$ cat src/ppt_pkg.sv
package ppt_pkg;

  localparam int PageBits = 20;
  localparam int CntBits  = PageBits + 1;
  localparam int TablePages = 1 << PageBits;

  typedef enum logic [3:0] {
    ST_OK          = 4'd0,
    ST_BAD_RANGE   = 4'd1,
    ST_NO_SPACE    = 4'd2,
    ST_OVERLAP     = 4'd3,
    ST_NOT_PRESENT = 4'd4,
    ST_GUARD       = 4'd5,
    ST_READ_VIOL   = 4'd6,
    ST_WRITE_VIOL  = 4'd7,
    ST_EXEC_VIOL   = 4'd8,
    ST_NONE_FREED  = 4'd9
  } status_t;

  localparam logic [2:0] OP_ALLOC   = 3'd0;
  localparam logic [2:0] OP_FREE    = 3'd1;
  localparam logic [2:0] OP_PROTECT = 3'd2;
  localparam logic [2:0] OP_READ    = 3'd3;
  localparam logic [2:0] OP_WRITE   = 3'd4;
  localparam logic [2:0] OP_FETCH   = 3'd5;
  localparam logic [2:0] OP_QUERY   = 3'd6;

  localparam logic [1:0] REG_PAGE_LIMIT   = 2'd0;
  localparam logic [1:0] REG_SEARCH_START = 2'd1;
  localparam logic [1:0] REG_SEARCH_END   = 2'd2;

  localparam int B_PRESENT  = 4;
  localparam int B_DIRTY    = 5;
  localparam int B_ACCESSED = 6;

  typedef struct packed {
    logic [2:0]          op;
    logic [PageBits-1:0] start_page;
    logic [CntBits-1:0]  page_count;
    logic [3:0]          prot;
  } req_t;

  typedef struct packed {
    logic [3:0]          status;
    logic [PageBits-1:0] base_page;
    logic [CntBits-1:0]  pages_done;
    logic [3:0]          prot_out;
    logic                is_present;
    logic                written_then_executed;
    logic [CntBits-1:0]  pages_in_use;
  } rsp_t;

  // Datapath commands from the controller.
  typedef struct packed {
    logic load;       // capture request, set walk pointer to range start
    logic load_win;   // set walk pointer to search window start
    logic rd;         // read entry at walk pointer
    logic step;       // advance walk pointer and counters using read data
    logic wr_back;    // write entry at walk pointer from read data
    logic ptr_base;   // set walk pointer to base
    logic alloc_wr;   // write new allocated entry, advance pointer
    logic commit;     // update allocated count, build response
    logic reset_run;  // zero counters
    logic mem_clr;    // clearing pass write
  } cmd_t;

  // Datapath status to the controller.
  typedef struct packed {
    logic [2:0] op;
    logic       range_ok;
    logic       start_zero;
    logic       cnt_zero;
    logic       quota_fail;
    logic       win_empty;
    logic       win_last;    // walk pointer at last page of window
    logic       cnt_last;    // this is the last page of the range
    logic       present;     // read data present bit
    logic       guard;       // read data guard bit
    logic       fault;       // check fault on read data
    logic       run_hit;     // run length reaches page_count
    logic       done_zero;
    logic       alloc_last;
    logic       clr_last;
  } sts_t;

endpackage

$ cat src/ppt_ctrl.sv
module ppt_ctrl
  import ppt_pkg::*;
(
  input  logic       clk,
  input  logic       rst,
  input  logic       in_valid,
  output logic       in_stall,
  output logic       out_valid,
  input  logic       out_stall,
  input  sts_t       sts,
  output cmd_t       cmd,
  output logic [3:0] res_status
);

  typedef enum logic [8:0] {
    S_CLEAR  = 9'b000000001,
    S_IDLE   = 9'b000000010,
    S_CHECK  = 9'b000000100,
    S_READ   = 9'b000001000,
    S_EVAL   = 9'b000010000,
    S_PROT2  = 9'b000100000,
    S_ALLOCW = 9'b001000000,
    S_COMMIT = 9'b010000000,
    S_OUT    = 9'b100000000
  } state_t;

  state_t     state, state_next;
  logic [3:0] stat, stat_next;
  logic       phase2, phase2_next;

  assign in_stall  = (state != S_IDLE);
  assign out_valid = (state == S_OUT);
  assign res_status = stat;

  always_ff @(posedge clk) begin
    if (rst) begin
      state  <= S_CLEAR;
      stat   <= '0;
      phase2 <= 1'b0;
    end else begin
      state  <= state_next;
      stat   <= stat_next;
      phase2 <= phase2_next;
    end
  end

  always_comb begin
    state_next  = state;
    stat_next   = stat;
    phase2_next = phase2;
    cmd         = '0;
    case (state)
      S_CLEAR: begin
        cmd.mem_clr = 1'b1;
        if (sts.clr_last) state_next = S_IDLE;
      end
      S_IDLE: begin
        if (in_valid) begin
          cmd.load    = 1'b1;
          stat_next   = ST_OK;
          phase2_next = 1'b0;
          state_next  = S_CHECK;
        end
      end
      S_CHECK: begin
        state_next = S_READ;
        case (sts.op)
          OP_ALLOC: begin
            if (sts.cnt_zero) begin
              stat_next = ST_BAD_RANGE; state_next = S_COMMIT;
            end else if (sts.quota_fail) begin
              stat_next = ST_NO_SPACE; state_next = S_COMMIT;
            end else if (sts.start_zero) begin
              if (sts.win_empty) begin
                stat_next = ST_NO_SPACE; state_next = S_COMMIT;
              end else cmd.load_win = 1'b1;
            end else if (!sts.range_ok) begin
              stat_next = ST_BAD_RANGE; state_next = S_COMMIT;
            end
          end
          OP_FREE, OP_PROTECT, OP_READ, OP_WRITE, OP_FETCH: begin
            if (!sts.range_ok) begin
              stat_next = ST_BAD_RANGE; state_next = S_COMMIT;
            end
          end
          OP_QUERY: ;
          default: begin
            stat_next = ST_BAD_RANGE; state_next = S_COMMIT;
          end
        endcase
      end
      S_READ: begin
        cmd.rd     = 1'b1;
        state_next = S_EVAL;
      end
      S_EVAL: begin
        state_next = S_READ;
        case (sts.op)
          OP_QUERY: state_next = S_COMMIT;
          OP_ALLOC: begin
            cmd.step = 1'b1;
            if (sts.start_zero) begin
              if (sts.run_hit) state_next = S_ALLOCW;
              else if (sts.win_last) begin
                stat_next = ST_NO_SPACE; state_next = S_COMMIT;
              end
            end else if (sts.present) begin
              stat_next = ST_OVERLAP; state_next = S_COMMIT;
            end else if (sts.cnt_last) state_next = S_ALLOCW;
            if (state_next == S_ALLOCW) cmd.ptr_base = 1'b1;
          end
          OP_FREE: begin
            cmd.step    = 1'b1;
            cmd.wr_back = 1'b1;
            if (sts.cnt_last) begin
              state_next = S_COMMIT;
              if (sts.done_zero && !sts.present) stat_next = ST_NONE_FREED;
            end
          end
          OP_PROTECT: begin
            if (!phase2) begin
              cmd.step = 1'b1;
              if (!sts.present) begin
                stat_next = ST_NOT_PRESENT; state_next = S_COMMIT;
              end else if (sts.cnt_last) state_next = S_PROT2;
            end else begin
              cmd.step    = 1'b1;
              cmd.wr_back = 1'b1;
              if (sts.cnt_last) state_next = S_COMMIT;
            end
          end
          default: begin
            if (sts.fault) begin
              state_next = S_COMMIT;
              if (sts.op == OP_FETCH && !sts.done_zero) stat_next = ST_OK;
              else if (!sts.present) stat_next = ST_NOT_PRESENT;
              else if (sts.guard) stat_next = ST_GUARD;
              else if (sts.op == OP_READ) stat_next = ST_READ_VIOL;
              else if (sts.op == OP_WRITE) stat_next = ST_WRITE_VIOL;
              else stat_next = ST_EXEC_VIOL;
            end else begin
              cmd.step    = 1'b1;
              cmd.wr_back = 1'b1;
              if (sts.cnt_last) state_next = S_COMMIT;
            end
          end
        endcase
      end
      S_PROT2: begin
        cmd.load       = 1'b0;
        cmd.reset_run  = 1'b1;
        cmd.ptr_base   = 1'b1;
        phase2_next    = 1'b1;
        state_next     = S_READ;
      end
      S_ALLOCW: begin
        cmd.alloc_wr = 1'b1;
        if (sts.alloc_last) state_next = S_COMMIT;
      end
      S_COMMIT: begin
        cmd.commit = 1'b1;
        state_next = S_OUT;
      end
      S_OUT: begin
        if (!out_stall) state_next = S_IDLE;
      end
      default: state_next = S_IDLE;
    endcase
  end

endmodule

$ cat config.mk
export PLATFORM = sky130hd
export DESIGN_NAME = ppt_ctrl
export DESIGN_NICKNAME = d
export VERILOG_FILES = /design/src/ppt_pkg.sv /design/src/ppt_ctrl.sv
export SDC_FILE = /design/constraint.sdc
export NUM_CORES = 1
export LEC_CHECK = 0
export BUFFER_PORTS_ARGS = -buffer_cell sky130_fd_sc_hd__buf_2
export CAP_MARGIN = 20
export CORE_MARGIN = 5
export CORE_UTILIZATION = 40
export CTS_BUF_LIST = sky130_fd_sc_hd__clkbuf_4
export CTS_CLUSTER_SIZE = 25
export DETAILED_ROUTE_END_ITERATION = 7
export HOLD_SLACK_MARGIN = 0.02
export PLACE_DENSITY = 0.73
export SYNTH_ARGS = -nofsm -noshare
export SYNTH_HDL_FRONTEND = slang
export SYNTH_SLANG_ARGS = --single-unit
$ cat constraint.sdc
create_clock -name clk -period 3.35 [get_ports clk]
set_input_delay 0.335 -clock clk [delete_from_list [all_inputs] [get_ports clk]]
set_output_delay 0.335 -clock clk [all_outputs]
set_load 0.05 [all_outputs]
==> flow_metrics.py <==
metrics = {
    "global_route": {
        "grt_overflow": 0,
        "maximum_number_of_pins_on_one_net_before_global_route_repair": 22,
        "grt_pass1_wl_mm": 5.97,
        "antenna_found_initial": 0,
        "grt_pass1_vias": 1343,
        "grt.total_usage": 0.165,
    },
    "clock_network": {
        "htree_levels": 1,
        "clk_root_buffer_cell": "clkbuf_4",
        "clock_latency_on_the_worst_skew_pair_ns": 0.28,
        "clkSlewWorstSetupHoldPaths_ns": 0.08,
        "post_cts_setup_inserts": 0,
        "clock_path_buffers": 2,
        "hold_buffers": 0,
        "tritoncts": "built",
        "cts_buffer_count": 3,
        "post_cts_resize_count": 0,
        "cts.sinks": 14,
    },
    "drt": {
        "wl_per_cell_um": 14.0,
        "dr.pass1.iters": 4,
        "post_drt_via_cell_ratio": 5.69,
        "remaining_drc_errors": 0,
        "routed-via-count": 1475,
        "drtAntennaViolNets": 0,
        "wirelength_mm": 3.62,
        "detailedRoute.firstIterationViolations": 76,
    },
    "place": {
        "detailed_place_hpwl_mm": 2.79,
        "place_congestion": 0.945,
        "dpl.cell_count": 255,
        "post_dp_cell_area_um2": 1520,
        "placement.setup.worst_slack_ns": 1.27,
        "port_buffers": 36,
    },
    "sta": {
        "final-setup-viol-count": 0,
        "worst_slew_margin_rel": 0.702,
        "fin_hold_ws_ns": 0.338,
        "min_period_ns": 2.32,
        "max_slew.worst_pin.slew_ns": 0.441,
        "slew_viol_final": 0,
        "clock_skew_ns": 0.00111,
        "unrepaired_setup_endpoints_after_global_routing": "false",
        "timing_hold_violations_final": 0,
        "final.setup.tns_ns": 0,
        "min_period_over_period": 0.693,
        "timing.final.ws_setup_ns": 1.03,
        "max_freq_mhz": 431,
    },
    "finish": {
        "instances_no_fill": 259,
        "num-fill-cells": 346,
        "multi_input_area_um2": 980,
        "post-route-util": 0.471,
        "num_antenna_cells": 0,
        "post_route_cell_area_um2": 1550,
        "ff_latch_area_um2": 280,
        "final_layout_size_suffix_gt1_frac": 0.244,
        "area_growth_syn_to_layout_pct": 15.2,
        "finish.net_count": 235,
    },
    "flow_run": {
        "maxCapViolCount": 0,
    },
    "synth": {
        "number_of_enable_flip_flop_cells_after_synthesis": 0,
        "post_synthesis_net_count": 207,
        "post_synth_inst_count": 186,
        "yosys_register_bits": 14,
        "synth_cell_area_um2": 1340,
        "ys.warnings.count": 0,
        "async_set_or_reset_flop_fraction_in_the_synthesized_netlist": 0,
        "ys.flop_type": "dfxtp_1",
        "syn_avg_cell_area_um2": 7.22,
        "yosys.cell_types.count": 53,
        "ys_seq_area_frac": 0.209,
    },
    "pwr": {
        "power.leakage_nw": 0.651,
        "vdd_drop_max_uv": 146,
        "p_total_mw": 0.389,
        "power_density_nw_per_um2": 251,
    },
    "setup_path": {
        "cp_data_arrival_time_ns": 1.98,
        "critical_path_required_ns": 3.01,
        "startpoint_type": "flop",
        "crit_fanout": 8,
        "setup.worst_path.end_class": "output port",
        "timing.reg2reg.setup_slack_ns": 1.26,
        "path_class": "reg -> out",
    },
    "die": {
        "fp.dieH_um": 67.9,
        "std_cell_rows": 21,
        "die-area_um2": 4620,
        "fp.dieW_um": 67.9,
        "start_util": 0.409,
        "io_pins": 37,
        "coreArea_um2": 3280,
    },
    "status": {
        "outcome": "completed",
    },
    "hold_path": {
        "worstHoldPathType": "in -> reg",
    },
}
==> worst paths after layout <==
kind,startpoint,end,cells after the start
setup reg to reg,state[8],res_status[2],6
hold / removal,sts[1],state[6],3
hold reg to reg,res_status[2],res_status[2],2
setup / recovery,state[8],cmd[6],4
==> power by group <==
part | internal (mW) | switching, mW | leakage (nW)
sequential | 0.169 | 0.00817 | 0.114
clock | 0.0432 | 0.0525 | 0.0154
combinational | 0.0456 | 0.0696 | 0.522
total | 0.258 | 0.130 | 0.651
==> synthesized netlist by cell type, drive strengths merged, types with 4 or more instances <==
cell type,count,area [um^2]
a21oi,16,80.1
a31oi,5,31.3
buf,5,30.0
clkbuf,8,30.0
dfxtp,14,280
inv,6,22.5
nand2,17,63.8
nand2b,14,87.6
nor2,13,48.8
nor2b,5,31.3
nor3,9,45.0
nor4,4,46.3
o21ai,15,75.1
o32ai,4,35.0
==> layer usage <==
metal,up-vias,GRT usage,part of all wire
li1,748,-,-
met1,677,0.213,0.45
met2,46,0.289,0.48
met3,4,0.0296,0.060
met4,0,0.0298,0.0099
met5,-,0,0
==> cell families after synthesis <==
| kind of cell | after synthesis | synth area share |
|---|---|---|
| DFF | 14 | 0.209 |
| and+or+nand+nor | 92 | 0.431 |
| muxes | 3 | 0.0233 |
| xor gates and xnor gates | 2 | 0.0130 |
| buffers and inverters | 19 | 0.0615 |
| AOI/OAI and AO/OA | 56 | 0.263 |
==> worst max-delay path, stage by stage, from the launching register on <==
cell and delay [ns]:
dfxtp_1 0.39, nor4_4 0.47, nand3_1 0.32, a211oi_1 0.24, buf_2 0.29
==> placed cells by master (no fill, tap or decap), types with 2 or more instances in the layout <==
cell type	netlist	layout
inv_1	5	5
nand2_1	17	17
nand4b_1	2	2
and4_1	2	2
clkbuf_4	0	3
and3b_1	2	2
nor3_1	9	9
nor2_1	13	13
o32ai_1	4	4
or4_1	2	2
dfxtp_1	14	14
a31oi_1	5	5
nor4b_1	3	3
o21ai_0	13	13
a2bb2oi_1	2	2
nand2b_1	14	14
nor4_1	2	2
or2_2	3	3
a21oi_1	16	16
nand3_1	3	3
buf_2	3	36
nand3b_1	3	3
mux2i_1	2	2
xor2_1	2	2
a211oi_1	3	3
o21ai_1	2	2
nor2b_1	5	5
==> layout make-up <==
type,count,share of cell area
multi-input combinational,153,0.633
sequential,14,0.181
timing repair buffer,36,0.117
tap,46,0.0372
clock buffer,3,0.0146
inverter,6,0.0146
clock inverter,1,0.00243
==> registers in the layout (all words and copies together), names as in the netlist <==
register,count
res_status,4
phase2,1
state,9
(Power assumes the default switching activity.)
